### config.mk
export PLATFORM = sky130hd
export DESIGN_NAME = fjva_lane
export DESIGN_NICKNAME = d
export VERILOG_FILES = /design/src/sv/fjva_pkg.sv /design/src/sv/fjva_div.sv /design/src/sv/fjva_lane.sv
export SDC_FILE = /design/constraint.sdc
export NUM_CORES = 2
export LEC_CHECK = 0
export ABC_AREA = 1
export BUFFER_PORTS_ARGS = -buffer_cell sky130_fd_sc_hd__buf_2
export CAP_MARGIN = 20
export CORE_MARGIN = 4
export CORE_UTILIZATION = 25
export DETAILED_ROUTE_END_ITERATION = 8
export SKIP_CTS_REPAIR_TIMING = 1
export SLEW_MARGIN = 10
export SYNTH_ARGS = -nofsm -noshare
export SYNTH_HDL_FRONTEND = slang
export SYNTH_SLANG_ARGS = --single-unit
export TNS_END_PERCENT = 10
### constraint.sdc
create_clock -name clk_i -period 9.8 [get_ports clk_i]
set_input_delay 0 -clock clk_i [delete_from_list [all_inputs] [get_ports clk_i]]
set_output_delay 0 -clock clk_i [all_outputs]
set_load 0.01 [all_outputs]
### src/sv/fjva_pkg.sv
// Shared constants and types for the filtered joint velocity/acceleration block.
// No dependencies.
package fjva_pkg;

  localparam int unsigned JointsDefault = 4;
  localparam int unsigned SampleW       = 32;
  localparam int unsigned TauW          = 24;
  localparam logic [TauW-1:0] TauReset  = 24'd63662;
  localparam int unsigned AlphaBits     = 30;
  localparam int unsigned DivNumW       = 64;
  localparam int unsigned DivDenW       = 33;
  localparam logic [19:0] UsPerS        = 20'd1000000;

  typedef struct packed {
    logic first;       // store first sample position
    logic rate_pos;    // start raw velocity divide
    logic rate_vel;    // start acceleration divide, commit new filtered velocity
    logic take_first;  // filtered <= raw, accel <= 0
    logic mul;         // delta * alpha
    logic upd;         // form new filtered velocity
    logic take_acc;    // accel <= divide result
  } lane_cmd_t;

endpackage

### src/sv/fjva_div.sv
// Bit-serial restoring divider, one quotient bit per cycle.
// Depends on fjva_pkg.
module fjva_div import fjva_pkg::*; #(
  parameter int unsigned NUM_W = DivNumW,
  parameter int unsigned DEN_W = DivDenW
) (
  input  logic             clk_i,
  input  logic             rst_ni,
  input  logic             start_i,
  input  logic [NUM_W-1:0] num_i,
  input  logic [DEN_W-1:0] den_i,
  output logic             done_o,
  output logic [NUM_W-1:0] quo_o
);

  localparam int unsigned CntW = $clog2(NUM_W);

  logic [NUM_W-1:0] sr_q, sr_d;
  logic [DEN_W-1:0] rem_q, rem_d, den_q, den_d;
  logic [CntW-1:0]  cnt_q, cnt_d;
  logic             busy_q, busy_d, done_q, done_d;
  logic [DEN_W:0]   trial, diff;
  logic             qbit;

  assign trial = {rem_q, sr_q[NUM_W-1]};
  assign diff  = trial - {1'b0, den_q};
  assign qbit  = ~diff[DEN_W];

  always_comb begin
    sr_d   = sr_q;
    rem_d  = rem_q;
    den_d  = den_q;
    cnt_d  = cnt_q;
    busy_d = busy_q;
    done_d = done_q;
    if (start_i) begin
      sr_d   = num_i;
      rem_d  = '0;
      den_d  = den_i;
      cnt_d  = CntW'(NUM_W - 1);
      busy_d = 1'b1;
      done_d = 1'b0;
    end else if (busy_q) begin
      rem_d = qbit ? diff[DEN_W-1:0] : trial[DEN_W-1:0];
      sr_d  = {sr_q[NUM_W-2:0], qbit};
      if (cnt_q == '0) begin
        busy_d = 1'b0;
        done_d = 1'b1;
      end else begin
        cnt_d = cnt_q - 1'b1;
      end
    end
  end

  always_ff @(posedge clk_i or negedge rst_ni) begin
    if (!rst_ni) begin
      busy_q <= 1'b0;
      done_q <= 1'b0;
      cnt_q  <= '0;
    end else begin
      busy_q <= busy_d;
      done_q <= done_d;
      cnt_q  <= cnt_d;
    end
  end

  always_ff @(posedge clk_i) begin
    sr_q  <= sr_d;
    rem_q <= rem_d;
    den_q <= den_d;
  end

  assign done_o = done_q;
  assign quo_o  = sr_q;

endmodule

### src/sv/fjva_lane.sv
// One joint lane: backward difference, lowpass update and acceleration.
// Depends on fjva_pkg and fjva_div.
module fjva_lane import fjva_pkg::*; (
  input  logic               clk_i,
  input  logic               rst_ni,
  input  lane_cmd_t          cmd_i,
  input  logic signed [31:0] pos_i,
  input  logic [31:0]        dt_i,
  input  logic [AlphaBits:0] alpha_i,
  output logic               done_o,
  output logic signed [31:0] vel_o,
  output logic signed [31:0] acc_o
);

  logic signed [31:0] prev_pos_q, filt_q, acc_q, nf_q;
  logic [63:0]        prod_q;
  logic               dneg_q, rneg_q;

  logic signed [32:0] rdiff;
  logic [32:0]        rmag;
  logic [52:0]        rprod;
  logic [63:0]        rnum, quo;
  logic               rstart, big, sat;
  logic signed [31:0] rate;
  logic signed [32:0] delta;
  logic [32:0]        dmag;
  logic [63:0]        prod_w, rsum;
  logic [33:0]        step;
  logic signed [34:0] nsum;
  logic signed [31:0] nf_w;

  assign rdiff  = cmd_i.rate_vel ? (33'(nf_q) - 33'(filt_q)) : (33'(pos_i) - 33'(prev_pos_q));
  assign rmag   = rdiff[32] ? 33'(-rdiff) : 33'(rdiff);
  assign rprod  = {20'b0, rmag} * {33'b0, UsPerS};
  assign rnum   = {11'b0, rprod} + {33'b0, dt_i[31:1]};
  assign rstart = cmd_i.rate_pos | cmd_i.rate_vel;

  fjva_div #(.NUM_W(DivNumW), .DEN_W(DivDenW)) u_div (
    .clk_i   (clk_i),
    .rst_ni  (rst_ni),
    .start_i (rstart),
    .num_i   (rnum),
    .den_i   ({1'b0, dt_i}),
    .done_o  (done_o),
    .quo_o   (quo)
  );

  always_comb begin
    big = |quo[63:32];
    if (rneg_q) begin
      sat  = big | (quo[31] & (|quo[30:0]));
      rate = sat ? 32'sh8000_0000 : $signed(-quo[31:0]);
    end else begin
      sat  = big | quo[31];
      rate = sat ? 32'sh7FFF_FFFF : $signed(quo[31:0]);
    end
  end

  assign delta  = 33'(rate) - 33'(filt_q);
  assign dmag   = delta[32] ? 33'(-delta) : 33'(delta);
  assign prod_w = {31'b0, dmag} * {33'b0, alpha_i};

  assign rsum = prod_q + (64'd1 << (AlphaBits - 1));
  assign step = rsum[AlphaBits+33:AlphaBits];
  assign nsum = dneg_q ? (35'(filt_q) - $signed({1'b0, step}))
                       : (35'(filt_q) + $signed({1'b0, step}));
  assign nf_w = (nsum[34:31] != {4{nsum[34]}}) ?
                (nsum[34] ? 32'sh8000_0000 : 32'sh7FFF_FFFF) : nsum[31:0];

  always_ff @(posedge clk_i or negedge rst_ni) begin
    if (!rst_ni) begin
      prev_pos_q <= '0;
      filt_q     <= '0;
      acc_q      <= '0;
    end else begin
      if (cmd_i.first || cmd_i.rate_pos) prev_pos_q <= pos_i;
      if (cmd_i.take_first) begin
        filt_q <= rate;
        acc_q  <= '0;
      end
      if (cmd_i.rate_vel) filt_q <= nf_q;
      if (cmd_i.take_acc) acc_q <= rate;
    end
  end

  always_ff @(posedge clk_i) begin
    if (rstart) rneg_q <= rdiff[32];
    if (cmd_i.mul) begin
      prod_q <= prod_w;
      dneg_q <= delta[32];
    end
    if (cmd_i.upd) nf_q <= nf_w;
  end

  assign vel_o = filt_q;
  assign acc_o = acc_q;

endmodule

Yosys cells after proc, flatten, opt, wreduce, memory -nomap -nowiden
Cells that the tools add are included.
{ "totals": {"regBits": 331, "inputBits": 104, "output_inout_bits": 65, "elab_cells": 69} }
{ "classes": {"n_addsub": 12, "mul": 2, "eq_ne": 2, "n_mux": 25, "bitwise_logic": 5, "n_reduce_logical": 10} }
{ "op_table": {"columns": ["op", "count"], "rows": [
  ["32-bit two-way mux", 9],
  ["33-bit two-way mux", 4],
  ["64-bit two-way mux", 2],
  ["32-bit by 32-bit subtractor with 33-bit output", 3],
  ["33-bit negator", 2],
  ["64-bit by 30-bit adder with 64-bit output, second input constant", 1],
  ["33-bit by 31-bit multiplier with 64-bit output", 1],
  ["53-bit by 31-bit adder with 54-bit output", 1],
  ["33-bit by 14-bit multiplier with 47-bit output, second input constant", 1],
  ["32-bit by 35-bit adder with 35-bit output", 1],
  ["35-bit two-way mux", 1],
  ["32-bit by 35-bit subtractor with 35-bit output", 1],
  ["34-bit by 32-bit subtractor with 34-bit output", 1],
  ["32-bit negator", 1],
  ["32-bit OR reduction", 1],
  ["31-bit OR reduction", 1],
  ["6-bit two-way mux", 3],
  ["2-bit nonzero test", 4],
  ["6-bit zero test", 1],
  ["1-bit two-way mux", 6],
  ["6-bit by 1-bit subtractor with 6-bit output, second input constant", 1],
  ["2-bit AND reduction", 2],
  ["3-bit != test", 1],
  ["1-bit bitwise OR", 3],
  ["4 further kinds", 4]
]} }

Depth between registers and ports, before layout
{ "depth": {"ltp_word": 9, "ltp_mapped": 63, "mapped_depth_nobuf": 61} }

Hierarchy
Synthesis repeated with hierarchy kept, for this count alone.
{ "unflattened": {"hier_cells": 9680, "hier_area_um2": 70759.1} }
{ "by_module_without_submodules": {"columns": ["mod", "n_inst", "cells_per_inst", "area_per_inst_um2", "seq_area_each_um2"], "rows": [
  ["fjva_lane", 1, 8482, 62132.1, 4474.3],
  ["fjva_div", 1, 1198, 8627.0, 3773.6]
]} }

Worst setup path after synthesis
Ideal clock, no wire load.
{ "synth_timing": {"kind": "reg2reg", "start": "register u_div.sr_q[1] (netlist: u_div.quo_o[1])", "end": "register prod_q[52], data pin", "setup_ns": 0.266, "t_arrival_ns": 10.035, "t_required_ns": 9.534, "slack_ns": -0.500, "path_stages_with_launch": 54, "path_buffers": 3, "period_less_slack_ns": 10.300, "cell_sequence": "edfxtp_1 -> inv_1 -> ha_1 -> nand4_1 -> nor2_1 -> nand2_1 -> nor2_1 -> nand4_1 -> o21ai_0 -> nand2_1 -> nor2_4 -> inv_1 -> clkbuf_1 -> o21ai_0 -> ha_1 -> nand2_1 -> inv_1 -> a21oi_1 -> [... 18 more ...] -> fa_1 -> inv_1 -> fa_1 -> inv_1 -> fa_1 -> inv_1 -> ha_1 -> a21oi_1 -> inv_1 -> a31oi_1 -> inv_1 -> a21oi_1 -> o21ai_0 -> a21oi_1 -> o21ai_0 -> nand2_1 -> o2111ai_1 -> xor2_1"} }
{ "synth_via": {"elab_chain_len": 9, "word_cells_on_any_way": 11, "classes_between": "add/sub: 3; mul: 1; mux: 4; bitwise: 2; reduce/logical: 1"} }
{ "synth_lines": {"columns": ["item", "line", "source"], "rows": [
  ["from (decl)", "fjva_div.sv:18", "logic [NUM_W-1:0] sr_q, sr_d;"],
  ["from (signal assigned)", "fjva_div.sv:68", "sr_q <= sr_d;"],
  ["branches (longest 4 deep; another with 32-bit negator)", null, null],
  ["32-bit two-way mux *", "fjva_lane.sv:50", "if (rneg_q) begin"],
  ["32-bit by 32-bit subtractor with 33-bit output *", "fjva_lane.sv:59", "assign delta = 33'(rate) - 33'(filt_q);"],
  ["net delta[32]", "fjva_lane.sv:25", "logic signed [32:0] delta;"],
  ["33-bit negator", "fjva_lane.sv:60", "assign dmag = delta[32] ? 33'(-delta) : 33'(delta);"],
  ["33-bit two-way mux *", "fjva_lane.sv:60", null],
  ["33-bit by 31-bit multiplier with 64-bit output *", "fjva_lane.sv:61", "assign prod_w = {31'b0, dmag} * {33'b0, alpha_i};"],
  ["net prod_w[52]", "fjva_lane.sv:27", "logic [63:0] prod_w, rsum;"],
  ["to (signal assigned)", "fjva_lane.sv:89", "prod_q <= prod_w;"],
  ["to (decl)", "fjva_lane.sv:16", "logic [63:0] prod_q;"]
]} }
Mark *: on every way through the listed nets, which the timed path passes.
A chain may end at the register's enable or synchronous reset.

Final worst setup path
{ "layout_timing": {"start": "register u_div.sr_q[1] (netlist: u_div.quo_o[1])", "end": "register prod_q[62], data pin"} }
{ "layout_via": {"elab_chain_len": 9, "word_cells_on_any_way": 11, "classes_between": "add/sub: 3; mul: 1; mux: 4; bitwise: 2; reduce/logical: 1"} }
{ "layout_lines": {"columns": ["item", "line"], "rows": [
  ["branches (longest 4 deep; another with 32-bit negator)", null],
  ["32-bit two-way mux *", "fjva_lane.sv:50"],
  ["32-bit by 32-bit subtractor with 33-bit output *", "fjva_lane.sv:59"],
  ["33-bit negator", "fjva_lane.sv:60"],
  ["33-bit two-way mux *", "fjva_lane.sv:60"],
  ["33-bit by 31-bit multiplier with 64-bit output *", "fjva_lane.sv:61"],
  ["net prod_w[62]", "fjva_lane.sv:27"]
]} }
Marks and branches as above.

==> results_dict.tcl <==
set metrics [dict create \
    status "finished, violations left" \
    violated_checks "setup timing" \
    cts_tree "yes" \
    drt_pass1_iterations 6 \
    top_level_ports 169 \
    mapped_area_um2 69200 \
    first_pass_grt_wire_length_mm 389 \
    place_congestion 0.966 \
    post_route_cells_drive_above_1_share 0.186 \
    headroom_to_the_max_slew_limit 0.217 \
    flow.area_growth_from_synthesis_pct 26.1 \
    timing.critical_path.fanout_max 6 \
    synth_cell_types 70 \
    slew_viol_final 0 \
    critical_path.most_common_cell "fa_1" \
    place_hpwl_mm 221 \
    dr_wl_met2_mm 118 \
    synth_top_cells_by_area "fa_1 30%, ha_1 11%, nand2_1 11%" \
    average_detailed_routed_wire_length_per_instance_um 18.2 \
    fin_worst_skew_ns 0.0483 \
    launching_element_type_of_the_critical_path "register" \
    synth-seq-cells 302 \
    first_global_vias 65800 \
    netlist_instances 9265 \
    path_class "reg -> reg" \
    layout_setup_ws_ns -1.03 \
    core-area_um2 275000 \
    insertion_delay_ns 0.63 \
    path_clk_slew_ns 0.06 \
    unrepaired_setup_endpoints_after_global_routing "true" \
    yosysTopAreaCellShare 0.301 \
    grt_antenna_before_repair 11 \
    yosys_most_used_dff "edfxtp_1" \
    critPathArrivalTime_ns 11.19 \
    cts-root-to-sink-buffers 3 \
    worst_hold_slack_ns 0.0427 \
    routed_via_density 4.63 \
    final_nets 12200 \
    worst_path_max_delay_cell "fa_1" \
    end_kind "register" \
    grt.total_usage 0.175 \
    worst_path_largest_cell_delay_ns 0.55 \
    top_layer "met5" \
    die-area_um2 285000 \
    final_cell_mix "1,948 x nand2_1, 1,856 x inv_1, 1,070 x buf_4" \
    shortest_clock_period_the_worst_path_allows_after_layout_ns 10.83 \
    clockRootBuffer "clkbuf_16" \
    worst-endpoint-required_ns 10.16 \
    async_reset_ff_frac 0.344 \
    num_vias 65500 \
    postSynthNetCount 11000 \
    totalWireLength_mm 258 \
    pin_count_of_the_biggest_net_entering_global_routing 68 \
    sinks_on_clock_net 302 \
    setup_viol 35 \
    globalRoute.totalOverflow 0 \
    detail-route-antenna-nets 0 \
    holdCritPathClass "in -> reg" \
    postSynthAreaPerCell_um2 7.46 \
    transition_time_at_the_pin_with_the_least_slew_margin_ns 1.17 \
    cts_made_buffers 41 \
    synth_sequential_area_ratio 0.119 \
    post-synth-top-area-cell "fa_1" \
    final.period_utilization 1.10 \
    min_delay_path_depth 5 \
    synth_warnings 0 \
    h_tree_depth 2 \
    detail_route.iter0.violations 4923 \
    cp_num_cells 47 \
    drv.max_cap_violation_count 0 \
    met3RoutedLength_mm 18.6 \
    floorplan.die.height_um 534 \
    ff2ff_path_depth 47 \
    synth_enable_flop_cells 165 \
    number_of_cell_rows 192 \
    timing.fmax_mhz 92.4 \
    initial_core_util 0.252 \
    mostFrequentLayoutCell "nand2_1" \
    drt_drc_violations_left 0 \
    timing_hold_violations_final 0 \
    width_of_the_die_um 534 \
    dominant_delay_contributor_by_cell_family_on_the_critical_path "adder cells" \
    routedLengthMet1_mm 110 \
    cp_num_buf_inv 9 \
    port-buffer-count 168 \
]
## layout make-up
type	count	area, µm²
fillers	29500	187000
clock inverters	23	188
inverters	1910	7220
multi-input cells	6798	55200
flip-flops and latches	302	8220
repair buffers	1367	10600
clock buffers	53	1130
diodes	4	10.0
well taps	3686	4610
## worst min-delay path: cells and delay by family
kind | cells | cell delay (ns)
AND/OR/NAND/NOR | 3 | 0.33
buffers and inverters | 2 | 0.26
## synth_stat cells (82+ instances only)
library cell	count
a21oi_1	440
clkbuf_1	175
dfrtp_1	104
edfxtp_1	165
fa_1	1040
ha_1	604
inv_1	1880
nand2_1	2012
nand3_1	432
nor2_1	1029
nor3_1	82
o21ai_0	335
xnor2_1	110
xor2_1	166
## state kept, by name, summed over array words and instances (netlist names), 6 cells and up
register,count
u_div.quo_o,64
prod_q,35
u_div.rem_q,33
acc_o,32
nf_q,32
prev_pos_q,32
u_div.den_q,32
vel_o,32
u_div.cnt_q,6
## per-layer routing
| layer | GRT usage | up-vias |
|---|---|---|
| met5 | 0 | - |
| met4 | 0.0624 | 4 |
| met3 | 0.0211 | 422 |
| met2 | 0.289 | 2167 |
| met1 | 0.237 | 31900 |
| li1 | - | 31000 |
## worst paths after layout
| check | from | endpoint | slack (ns) |
|---|---|---|---|
| max | u_div.quo_o[1]$_DFFE_PP_ | prod_q[62]$_DFFE_PP_ | -1.03 |
| min | cmd_i[3] | vel_o[15]$_DFFE_PN0P_ | 0.04 |
| max reg2reg | u_div.quo_o[1]$_DFFE_PP_ | prod_q[62]$_DFFE_PP_ | -1.03 |
| min reg2reg | u_div.rem_q[4]$_SDFFE_PN0P_ | u_div.rem_q[4]$_SDFFE_PN0P_ | 0.48 |
| max in group asynchronous | rst_ni | u_div.cnt_q[2]$_DFFE_PN0P_ | 7.93 |
| min in group asynchronous | rst_ni | prev_pos_q[9]$_DFFE_PN0P_ | 0.50 |
## per-stage QoR
step | utilization | instances | TNS [ns] | setup WS, ns | instance area (µm²)
after floorplan | - | 9265 | -1.72 | -0.194 | 69600
after global placement | 0.300 | 13900 | -47.29 | -1.48 | 82500
after detailed placement | 0.300 | 13900 | -46.19 | -1.48 | 82500
after CTS | 0.305 | 14000 | -51.01 | -1.62 | 83800
after global routing | 0.318 | 14100 | -56.53 | -1.48 | 87200
final | 0.318 | 14100 | -31.13 | -1.03 | 87200
## logic make-up (layout without fill, tap and decap cells)
group | Yosys count | count (layout) | synth area share
buf+inv | 2166 | 3353 | 0.119
flops | 302 | 302 | 0.119
xor+xnor | 282 | 282 | 0.0364
simple gates | 3790 | 3791 | 0.226
other cells | 0 | 4 | 0
fa+ha+maj | 1644 | 1644 | 0.410
compound gates | 1081 | 1081 | 0.0893
Power is left out: the tool's default activity adds up to more than one toggle a clock period on the data nets, which glitch-free logic cannot reach.
