==> config.mk <==
export PLATFORM = sky130hd
export DESIGN_NAME = fjva_div
export DESIGN_NICKNAME = d
export VERILOG_FILES = /design/src/sv/fjva_pkg.sv /design/src/sv/fjva_div.sv
export SDC_FILE = /design/constraint.sdc
export NUM_CORES = 1
export LEC_CHECK = 0
export BUFFER_PORTS_ARGS = -buffer_cell sky130_fd_sc_hd__buf_2
export CELL_PAD_IN_SITES_DETAIL_PLACEMENT = 0
export CELL_PAD_IN_SITES_GLOBAL_PLACEMENT = 1
export CORE_UTILIZATION = 42
export DETAILED_ROUTE_END_ITERATION = 8
export PLACE_DENSITY = 0.91
export SYNTH_ARGS = -nofsm -noshare
export SYNTH_HDL_FRONTEND = slang
export SYNTH_SLANG_ARGS = --single-unit
==> constraint.sdc <==
create_clock -name clk_i -period 5.7 [get_ports clk_i]
set_clock_uncertainty 0.1 [all_clocks]
set_input_delay 0.855 -clock clk_i [delete_from_list [all_inputs] [get_ports clk_i]]
set_output_delay 0.855 -clock clk_i [all_outputs]
set_load 0.02 [all_outputs]
==> src/sv/fjva_pkg.sv <==
// Shared constants and types for the filtered joint velocity/acceleration block.
// No dependencies.
package fjva_pkg;

  localparam int unsigned JointsDefault = 4;
  localparam int unsigned SampleW       = 32;
  localparam int unsigned TauW          = 24;
  localparam logic [TauW-1:0] TauReset  = 24'd63662;
  localparam int unsigned AlphaBits     = 30;
  localparam int unsigned DivNumW       = 64;
  localparam int unsigned DivDenW       = 33;
  localparam logic [19:0] UsPerS        = 20'd1000000;

  typedef struct packed {
    logic first;       // store first sample position
    logic rate_pos;    // start raw velocity divide
    logic rate_vel;    // start acceleration divide, commit new filtered velocity
    logic take_first;  // filtered <= raw, accel <= 0
    logic mul;         // delta * alpha
    logic upd;         // form new filtered velocity
    logic take_acc;    // accel <= divide result
  } lane_cmd_t;

endpackage

==> src/sv/fjva_div.sv <==
// Bit-serial restoring divider, one quotient bit per cycle.
// Depends on fjva_pkg.
module fjva_div import fjva_pkg::*; #(
  parameter int unsigned NUM_W = DivNumW,
  parameter int unsigned DEN_W = DivDenW
) (
  input  logic             clk_i,
  input  logic             rst_ni,
  input  logic             start_i,
  input  logic [NUM_W-1:0] num_i,
  input  logic [DEN_W-1:0] den_i,
  output logic             done_o,
  output logic [NUM_W-1:0] quo_o
);

  localparam int unsigned CntW = $clog2(NUM_W);

  logic [NUM_W-1:0] sr_q, sr_d;
  logic [DEN_W-1:0] rem_q, rem_d, den_q, den_d;
  logic [CntW-1:0]  cnt_q, cnt_d;
  logic             busy_q, busy_d, done_q, done_d;
  logic [DEN_W:0]   trial, diff;
  logic             qbit;

  assign trial = {rem_q, sr_q[NUM_W-1]};
  assign diff  = trial - {1'b0, den_q};
  assign qbit  = ~diff[DEN_W];

  always_comb begin
    sr_d   = sr_q;
    rem_d  = rem_q;
    den_d  = den_q;
    cnt_d  = cnt_q;
    busy_d = busy_q;
    done_d = done_q;
    if (start_i) begin
      sr_d   = num_i;
      rem_d  = '0;
      den_d  = den_i;
      cnt_d  = CntW'(NUM_W - 1);
      busy_d = 1'b1;
      done_d = 1'b0;
    end else if (busy_q) begin
      rem_d = qbit ? diff[DEN_W-1:0] : trial[DEN_W-1:0];
      sr_d  = {sr_q[NUM_W-2:0], qbit};
      if (cnt_q == '0) begin
        busy_d = 1'b0;
        done_d = 1'b1;
      end else begin
        cnt_d = cnt_q - 1'b1;
      end
    end
  end

  always_ff @(posedge clk_i or negedge rst_ni) begin
    if (!rst_ni) begin
      busy_q <= 1'b0;
      done_q <= 1'b0;
      cnt_q  <= '0;
    end else begin
      busy_q <= busy_d;
      done_q <= done_d;
      cnt_q  <= cnt_d;
    end
  end

  always_ff @(posedge clk_i) begin
    sr_q  <= sr_d;
    rem_q <= rem_d;
    den_q <= den_d;
  end

  assign done_o = done_q;
  assign quo_o  = sr_q;

endmodule

==> After elaboration in Yosys (flattened, before gate mapping) <==
Index checks and enable logic that the tools add are counted.
{ "word_totals": {"ff_bits": 138, "latch_bits": 0, "ramBits": 0, "mem_bits_ro": 0, "inputBits": 100, "out_inout_bits": 65, "word_cells": 27, "n_memories": 0} }
{ "op_classes": {"n_addsub": 2, "n_mul": 0, "div_mod_pow": 0, "order_cmp": 0, "eq_ne": 1, "n_shift": 0, "muxes": 12, "bitwise": 1, "n_reduce_logical": 5} }
{ "op_table": {"columns": ["op", "count"], "rows": [
  ["64-bit 2-to-1 mux", 2],
  ["34-bit by 33-bit subtractor with 34-bit output", 1],
  ["33-bit 2-to-1 mux", 1],
  ["6-bit 2-to-1 mux", 3],
  ["6-bit logical NOT", 1],
  ["1-bit 2-to-1 mux", 6],
  ["6-bit by 1-bit subtractor with 6-bit output, second input constant", 1],
  ["2-bit AND reduction", 2],
  ["2-bit nonzero test", 2],
  ["2-bit != test, second input constant", 1],
  ["1-bit NOT", 1]
]} }

==> Logic depth before layout (Yosys ltp) <==
Gate-level depths: netlist of the first run.
{ "depth": {"depth_word": 4, "ltp_mapped": 14} }

==> Worst setup path before layout of the first run <==
No wires, ideal clock.
{ "synth_timing": {"path_type": "input -> register", "from": "input port start_i", "to": "register sr_q[0] (netlist: quo_o[0]), enable pin", "setup_ns": 0.424, "t_arrival_ns": 2.574, "required_time_ns": 5.176, "slack_ns": 2.603, "path_stages": 3, "path_buffers": 1, "path_cell_list": "clkbuf_1 -> inv_1 -> nand2_1"} }
{ "synth_between": {"elab_chain_len": 1} }
{ "synth_rtl": {"columns": ["item", "line", "source"], "rows": [
  ["start: declaration", "fjva_div.sv:9", "input logic start_i,"],
  ["2-bit nonzero test (no line)", null, null],
  ["end signal: assignment", "fjva_div.sv:68", "sr_q <= sr_d;"],
  ["end: declaration", "fjva_div.sv:18", "logic [NUM_W-1:0] sr_q, sr_d;"]
]} }
No other way between the ends.
A chain may end at the register's enable or synchronous reset.

==> Final worst setup path of the first run <==
{ "layout_timing": {"from": "register den_q[1]", "to": "register rem_q[31]"} }
{ "layout_between": {"elab_chain_len": 2} }
{ "layout_rtl": {"columns": ["item", "line", "source"], "rows": [
  ["start: declaration", "fjva_div.sv:19", "logic [DEN_W-1:0] rem_q, rem_d, den_q, den_d;"],
  ["start signal: assignment", "fjva_div.sv:70", "den_q <= den_d;"],
  ["34-bit by 33-bit subtractor with 34-bit output", "fjva_div.sv:26", "assign diff = trial - {1'b0, den_q};"],
  ["33-bit 2-to-1 mux", "fjva_div.sv:44", "rem_d = qbit ? diff[DEN_W-1:0] : trial[DEN_W-1:0];"],
  ["end signal: assignment", "fjva_div.sv:69", "rem_q <= rem_d;"],
  ["end: declaration", "fjva_div.sv:19", null]
]} }
No other way between the ends.

==> results_dict.tcl, run 1 <==
set metrics [dict create \
    synth_top_family_by_area "compound AO/OA/AOI/OAI gates" \
    hold_viol_final 0 \
    yosys_warnings 0 \
    nNetsFinal 971 \
    htreeDepth 4 \
    layout-drive-gt1-share 0.323 \
    worstPathMaxFanout 38 \
    ctsHoldBuffers 0 \
    crit_required_ns 5.94 \
    setup_slack_ns 2.31 \
    numClockSinks 138 \
    wl_per_cell_um 16.0 \
    worstRegToRegCells 10 \
    postRouteAntennaNets 0 \
    final_common_cell "buf_2" \
    critPathLaunch "den_q[1]" \
    ff2ff_setup_slack_ns 2.31 \
    maxClockFrequency_mhz 295 \
    core-area_mm2 0.0173 \
    synthMuxAreaShare 0.103 \
    die_h_um 135 \
    relSlewSlack 0.328 \
    rr_startpoint "den_q[1]" \
    place_area_mm2 0.00842 \
    ys_seq_area_frac 0.509 \
    dpl.hpwl_um 12300 \
    antenna_found_initial 0 \
    syn-instance-count 679 \
    final_cell_mix "163 x buf_2, 97 x edfxtp_1, 63 x mux2_2, 56 x nor2_1, 49 x nand2_1" \
    crit_family "simple AND/OR/NAND/NOR gates" \
    yosys.area_share.xor_xnor 0.0319 \
    crit_path_end_kind "flip-flop" \
    cap_violations 0 \
    clk_pin_slew_ns 0.07 \
    fillers 1526 \
    synth_compound_area_frac 0.143 \
    pin_count 165 \
    crit_arrival_ns 3.63 \
    synthToLayoutAreaGrowth_pct 21.3 \
    netlist_area_mm2 0.00742 \
    diodes 0 \
    clockBufferDepth 2 \
    run_status "finished, final reports clean" \
    grt_pass1_vias 5486 \
    initial_core_util 0.429 \
    tns_ns 0 \
    clock_latency_ns 0.43 \
    peakVddDrop_mv 0.207 \
    crit_path_top_delay_cell "nand3_2" \
    crit_chain "inv_1 > ha_1 > nor2b_1 > o31a_1 > o211a_1 > o2111ai_2 > a21o_1 > nand3_2 > or3_1 > a311oi_1" \
    drtIter0Drc 260 \
    grt_max_degree 87 \
    final_period_minus_worst_setup_slack_ns 3.39 \
    vias 5613 \
    avgSynthCellArea_um2 10.9 \
    viasPerCell 5.23 \
    die_area_mm2 0.0182 \
    ys.flop_type "edfxtp_1" \
    maxSlewViolCount 0 \
    wl_um 17100 \
    post_cts_buffers 0 \
    path_class "flip-flop to flip-flop" \
    synthSimpleGateAreaFrac 0.110 \
    max_stage_delay_ns 0.62 \
    rsz0062_at_grt "false" \
    synth_cell_type_count 61 \
    finish.utilization 0.520 \
    cp.depth 10 \
    setup_viol 0 \
    worst_setup_path_start_kind "flip-flop" \
    port_buffers 164 \
    gr-total-overflow 0 \
    dr.pass1.iters 4 \
    r2r_end "rem_q[31]" \
    grt_pass1_wl_um 27000 \
    cts_made_buffers 17 \
    cts_tree "built" \
    num_rows 48 \
    cts_resized 0 \
    cp_num_buf_inv 1 \
    syn_nets 815 \
    synth_fa_ha_area_frac 0.0617 \
    tightest_slew_ns 1.01 \
    min_path_type "primary input to asynchronous set/reset pin" \
    grt_use_total 0.194 \
    cp-endpoint "rem_q[31]" \
    die_w_um 135 \
    dp_slack_ns 2.29 \
    async_flop_share 0.0580 \
    design_area_mm2 0.00899 \
    synth-edff-count 97 \
    ys_ff_latch 138 \
    leakagePower_nw 3.93 \
    cts_root_buf "clkbuf_16" \
    place.gp.congestion 0.825 \
    drcViolationCount 0 \
    finalCritPeriodShare 0.595 \
    p_per_area_mw_per_mm2 289 \
]
[per-stage QoR]
stage | instances | power [W] | hold slack (ns)
final | 1073 | 0.00260 | 0.154
after global routing | 1073 | 0.00270 | 0.152
after CTS | 1073 | 0.00263 | 0.145
after detailed placement | 1041 | 0.00153 | 0.383
after global placement | 1041 | 0.00153 | 0.384
after floorplan | 679 | 0.00141 | 0.367
[Yosys cell counts (all sizes together), types with 5 or more instances]
library cell  number  area share
a31oi              7      0.0059
nand2             50       0.025
a21oi             48       0.033
ha                35       0.059
inv               47       0.024
xor2              12       0.014
nand4              5      0.0042
nor2              56       0.028
o21ai             25       0.017
mux2              64       0.097
xnor2             15       0.018
dfxtp             33       0.089
a211oi            19       0.019
and3               6      0.0057
dfrtp              8       0.027
buf               11      0.0089
nand3             13      0.0094
nor4               5      0.0051
nand2b            10      0.0084
edfxtp            97        0.39
a311oi            11       0.013
a21o              13       0.013
clkbuf            20       0.010
nor3              12      0.0088
[worst reg2reg max path, stage by stage (launching register included)]
cell       delay, ns
edfxtp_1        0.41
inv_1           0.08
ha_1            0.21
nor2b_1         0.13
o31a_1          0.27
o211a_1         0.27
o2111ai_2       0.21
a21o_1          0.18
nand3_2         0.62
or3_1           0.60
a311oi_1        0.21
[report_power, final]
group | switching [W] | internal [W] | leakage [nW] | total [W]
combinational | 0.000185 | 0.000141 | 2.29 | 0.000326
clock | 0.000497 | 0.000588 | 0.287 | 0.00108
sequential | 0.0000347 | 0.00115 | 1.35 | 0.00119
[layer usage]
layer  GRT usage  wire, µm
met1       0.241      7810
met2       0.311      7910
met4      0.0674       235
met3      0.0683      1200
met5           0         0
[how the worst min path moves through the flow]
stage               startpoint       end  cells past startpoint
CTS                     rst_ni  cnt_q[5]                      1
floorplan             rem_q[1]  rem_q[1]                      2
finish                  rst_ni  cnt_q[5]                      1
global placement      rem_q[1]  rem_q[1]                      2
detailed placement    rem_q[1]  rem_q[1]                      2
global route            rst_ni  cnt_q[5]                      1
[kinds of logic after synthesis]
| kind of cell | after synthesis |
|---|---|
| AO/OA/AOI/OAI | 159 |
| XOR/XNOR | 27 |
| adder cells (fa/ha/maj) | 36 |
| buffers and inverters | 78 |
| flip-flops | 138 |
| multiplexers | 68 |
| AND/OR/NAND/NOR | 173 |
[layout make-up]
class | instances | area, µm² | area share
clock buffers | 18 | 429 | 0.0477
inverters | 47 | 176 | 0.0196
repair buffers | 168 | 853 | 0.0949
multi-input cells | 463 | 3330 | 0.371
clock inverters | 14 | 148 | 0.0164
well taps | 225 | 282 | 0.0313
flip-flops and latches | 138 | 3770 | 0.420
[sequential cells by signal, indices dropped and copies added (netlist names)]
register	cells
done_o	1
busy_q	1
quo_o	64
rem_q	33
den_q	33
cnt_q	6
Power figures use the tool's default switching activity.
==> inputs of run 2 (changes only) <==
Clock period 5.7 ns to 3.3 ns, I/O delays scaled along.
==> results_dict.tcl, run 2 (same netlist as run 1, synthesis figures left out) <==
set metrics [dict create \
    max_stage_delay_ns 0.39 \
    cts_tree "built" \
    cp_num_buf_inv 2 \
    tightest_slew_ns 0.679 \
    cts_root_buf "clkbuf_16" \
    rr_startpoint "quo_o[63]" \
    dpl.hpwl_um 12700 \
    design_area_mm2 0.00908 \
    core-area_mm2 0.0173 \
    die_h_um 135 \
    wl_um 17600 \
    clock_latency_ns 0.42 \
    viasPerCell 5.29 \
    grt_pass1_wl_um 27500 \
    worstHoldStart "den_i[20]" \
    min_path_type "primary input to flip-flop" \
    power_w 0.00461 \
    hold_viol_final 0 \
    htreeDepth 4 \
    layout-drive-gt1-share 0.324 \
    crit_required_ns 3.47 \
    leakagePower_nw 3.96 \
    drtIter0Drc 323 \
    ff2ff_setup_slack_ns 0.36 \
    place_area_mm2 0.00846 \
    run_status "finished, final reports clean" \
    clk_pin_slew_ns 0.07 \
    worstPathMaxFanout 3 \
    place.gp.congestion 0.816 \
    drcViolationCount 0 \
    fillers 1576 \
    critPathLaunch "quo_o[63]" \
    finalCritPeriodShare 0.892 \
    grt_use_total 0.197 \
    grt_pass1_vias 5524 \
    cpMostUsedCell "a31oi_1" \
    largest_register_ffs 64 \
    worst_setup_path_start_kind "flip-flop" \
    maxSlewViolCount 0 \
    numClockSinks 138 \
    final_common_cell "buf_2" \
    tns_ns 0 \
    crit_path_end_kind "flip-flop" \
    port_buffers 164 \
    maxClockFrequency_mhz 340 \
    postRouteAntennaNets 0 \
    dr.pass1.iters 5 \
    setup_viol 0 \
    vias 5692 \
    cts_made_buffers 17 \
    final_cell_mix "163 x buf_2, 97 x edfxtp_1, 63 x mux2_2, 56 x nor2_1, 49 x nand2_1" \
    peakVddDrop_mv 0.363 \
    crit_chain "inv_1 > ha_1 > fa_1 > nor2b_1 > o2111ai_1 > nand2_1 > a31oi_1 > a211oi_1 > buf_4 > o21ai_0 > o21ai_1 > xnor2_1 > a31oi_1" \
    clockBufferDepth 2 \
    gr-total-overflow 0 \
    finish.utilization 0.525 \
    crit_arrival_ns 3.11 \
    initial_core_util 0.429 \
    final_period_minus_worst_setup_slack_ns 2.94 \
    pin_count 165 \
    crit_path_top_delay_cell "edfxtp_1" \
    wl_per_cell_um 16.4 \
    rsz0062_at_grt "false" \
    die_area_mm2 0.0182 \
    antenna_found_initial 2 \
    synthToLayoutAreaGrowth_pct 22.4 \
    die_w_um 135 \
    path_class "flip-flop to flip-flop" \
    cap_violations 0 \
    nNetsFinal 975 \
    crit_family "compound AO/OA/AOI/OAI gates" \
    p_per_area_mw_per_mm2 508 \
    relSlewSlack 0.547 \
    num_rows 48 \
    diodes 0 \
    grt_max_degree 82 \
]
## run 2: metrics by stage
step | hold slack, ns | setup slack [ns] | instances
after detailed placement | 0.253 | 0.358 | 1044
final | 0.145 | 0.355 | 1077
after floorplan | 0.0994 | 0.528 | 679
after global placement | 0.248 | 0.419 | 1044
after global routing | 0.126 | 0.0452 | 1077
after CTS | 0.130 | 0.321 | 1077
## run 2: worst paths after layout
path | end | cells past startpoint
setup reg to reg | rem_q[32] | 13
setup / recovery | rem_q[32] | 13
hold / removal | den_q[20] | 1
max in group asynchronous | cnt_q[0] | 2
hold reg to reg | rem_q[28] | 2
min in group asynchronous | cnt_q[3] | 2
## run 2: worst register-to-register path, cell delays in order (launching register included)
cell       delay (ns)
edfxtp_1         0.39
inv_1            0.06
ha_1             0.22
fa_1             0.38
nor2b_1          0.19
o2111ai_1        0.15
nand2_1          0.15
a31oi_1          0.15
a211oi_1         0.25
buf_4            0.17
o21ai_0          0.14
o21ai_1          0.22
xnor2_1          0.14
a31oi_1          0.09
## run 2: where the power goes
part | internal, W | switching (W)
logic | 0.000245 | 0.000325
registers | 0.00199 | 0.0000573
clock network | 0.00115 | 0.000841
total | 0.00338 | 0.00122
## run 2: metal layers
metal | up-vias | wire length, µm | GRT usage
met5 | - | 20 | 0
met4 | 4 | 146 | 0.0531
met3 | 13 | 1320 | 0.0683
met2 | 176 | 8470 | 0.327
met1 | 2683 | 7690 | 0.242
li1 | 2816 | - | -
## run 2: timing repair
| item | CTS | global route |
|---|---|---|
| resized for setup | 0 | 1 |
| setup endpoints to repair | 0 | 1 |
| hold buffers | 1 | 0 |
| buffers inserted | 0 | 0 |
| endpoints found under the hold margin | 8 | 0 |
## run 2: layout make-up
| class | count | area [µm²] | area share |
|---|---|---|---|
| Clock buffer | 17 | 425 | 0.0469 |
| Clock inverter | 15 | 180 | 0.0199 |
| Inverter | 47 | 176 | 0.0194 |
| Multi-Input combinational cell | 463 | 3330 | 0.367 |
| Sequential cell | 138 | 3770 | 0.416 |
| Tap cell | 225 | 282 | 0.0310 |
| Timing Repair Buffer | 172 | 911 | 0.100 |
==> inputs of run 3 (changes only) <==
Clock period 3.3 ns to 2.85 ns, I/O delays scaled along.
==> results_dict.tcl, run 3 (same netlist as run 1, synthesis figures left out) <==
set metrics [dict create \
    grt_use_total 0.204 \
    core-area_mm2 0.0173 \
    relSlewSlack 0.593 \
    drcViolationCount 0 \
    leakagePower_nw 4.23 \
    rr_startpoint "den_q[1]" \
    worstPathMaxFanout 5 \
    antenna_found_initial 1 \
    power_w 0.00521 \
    setup_viol 1 \
    busiest_layer "met2" \
    vias 5884 \
    synthToLayoutAreaGrowth_pct 30.6 \
    diodes 0 \
    htreeDepth 4 \
    cap_violations 0 \
    grt_pass1_wl_um 28700 \
    place.gp.congestion 0.795 \
    cp-endpoint "rem_q[1]" \
    pin_count 165 \
    crit_arrival_ns 3.11 \
    final_common_cell "buf_2" \
    p_per_area_mw_per_mm2 538 \
    ff2ff_setup_slack_ns -0.001 \
    nNetsFinal 1020 \
    maxSlewViolCount 0 \
    clockBufferDepth 2 \
    crit_required_ns 3.11 \
    rsz0062_at_grt "true" \
    r2r_end "rem_q[1]" \
    cts_made_buffers 17 \
    port_buffers 164 \
    worstRegToRegCells 12 \
    largest_register_ffs 64 \
    min_path_type "primary input to flip-flop" \
    numClockSinks 138 \
    path_class "flip-flop to flip-flop" \
    hold_viol_final 0 \
    initial_core_util 0.429 \
    grt_max_degree 95 \
    run_status "finished with violations" \
    grtUsageMet2 0.344 \
    fillers 1528 \
    num_rows 48 \
    worst_setup_path_start_kind "flip-flop" \
    clock_latency_ns 0.43 \
    die_area_mm2 0.0182 \
    violations "negative setup slack" \
    finalCritPeriodShare 1.00 \
    wl_um 18500 \
    wl_per_cell_um 16.5 \
    clk_pin_slew_ns 0.07 \
    final_period_minus_worst_setup_slack_ns 2.85 \
    crit_path_end_kind "flip-flop" \
    tightest_slew_ns 0.611 \
    final_cell_mix "163 x buf_2, 97 x edfxtp_1, 63 x mux2_2, 50 x nor2_1" \
    viasPerCell 5.24 \
    critPathLaunch "den_q[1]" \
    grt_pass1_vias 5880 \
    cts_root_buf "clkbuf_16" \
    setup_slack_ns -0.00108 \
    postRouteAntennaNets 0 \
    layout-drive-gt1-share 0.404 \
    die_h_um 135 \
    gr-total-overflow 0 \
    maxClockFrequency_mhz 351 \
    finish.utilization 0.560 \
    dpl.hpwl_um 12900 \
    die_w_um 135 \
    globalRouteMet1Util 0.245 \
    hold_path_depth 1 \
    peakVddDrop_mv 0.500 \
    drtIter0Drc 393 \
    cts_tree "built" \
    dr.pass1.iters 6 \
    met3_usage 0.0732 \
]
-- run 3: cell types whose count changed in the layout (fill, tap and decap cells not counted), sizes merged --
cell and change:
inv -1, clkbuf +3, bufinv -2, buf +43
clkinvlp +2
-- run 3: worst min path at each step --
stage	startpoint	to	slack (ns)
2_1_floorplan	rst_ni	busy_q	0.03
3_3_place_gp	rst_ni	cnt_q[5]	0.18
3_5_place_dp	rst_ni	cnt_q[5]	0.18
4_1_cts	den_i[26]	den_q[26]	0.06
5_1_grt	den_i[16]	den_q[16]	0.06
6_report	den_i[26]	den_q[26]	0.08
-- run 3: timing repair --
action / 4_1_cts / 5_1_grt
gates cloned: 0 / 2
endpoints found under the hold margin: 8 / 0
resized for setup: 6 / 61
hold buffers: 1 / 0
setup buffers: 2 / 6
pin swaps: 6 / 21
endpoints found under the setup margin: 9 / 32
-- run 3: metal layers --
metal  share of wire  up-vias
met5         0.00070        -
met4           0.012        2
met3           0.077       19
met2            0.48      192
met1            0.43     2756
li1                -     2915
-- run 3: area by class of cell --
| cell class | count | area [µm²] | area share |
|---|---|---|---|
| well taps | 225 | 282 | 0.0291 |
| flip-flops and latches | 138 | 3770 | 0.389 |
| clock buffers | 18 | 429 | 0.0443 |
| clock inverters | 14 | 126 | 0.0130 |
| repair buffers | 217 | 1340 | 0.138 |
| inverters | 47 | 176 | 0.0182 |
| multi-input cells | 463 | 3570 | 0.368 |
-- run 3: stage by stage --
stage               instance area [µm²]  setup TNS [ns]  worst slack (ns)  hold WS (ns)  instances
CTS                                9340               0           0.00610        0.0606       1114
global route                       9690          -0.700            -0.111        0.0595       1122
finish                             9690        -0.00108          -0.00108        0.0778       1122
detailed placement                 8740          -0.269           -0.0875         0.182       1079
global placement                   8740         -0.0181           -0.0181         0.178       1079
floorplan                          7420               0            0.0779        0.0319        679
-- run 3: critical path: stages (launching register included) --
cell and delay, ns:
edfxtp_1 0.41, inv_1 0.08, ha_1 0.23, nor2b_4 0.13
o31a_1 0.25, o211a_1 0.25, o2111ai_2 0.24, a21o_1 0.22
and3_4 0.26, buf_4 0.14, nor2_1 0.04, a211o_1 0.30
a21oi_2 0.13
-- run 3: power breakdown --
part           total (W)  internal (W)  switching (W)
combinational   0.000732      0.000327       0.000405
sequential       0.00237       0.00230      0.0000681
clock            0.00211       0.00115       0.000958
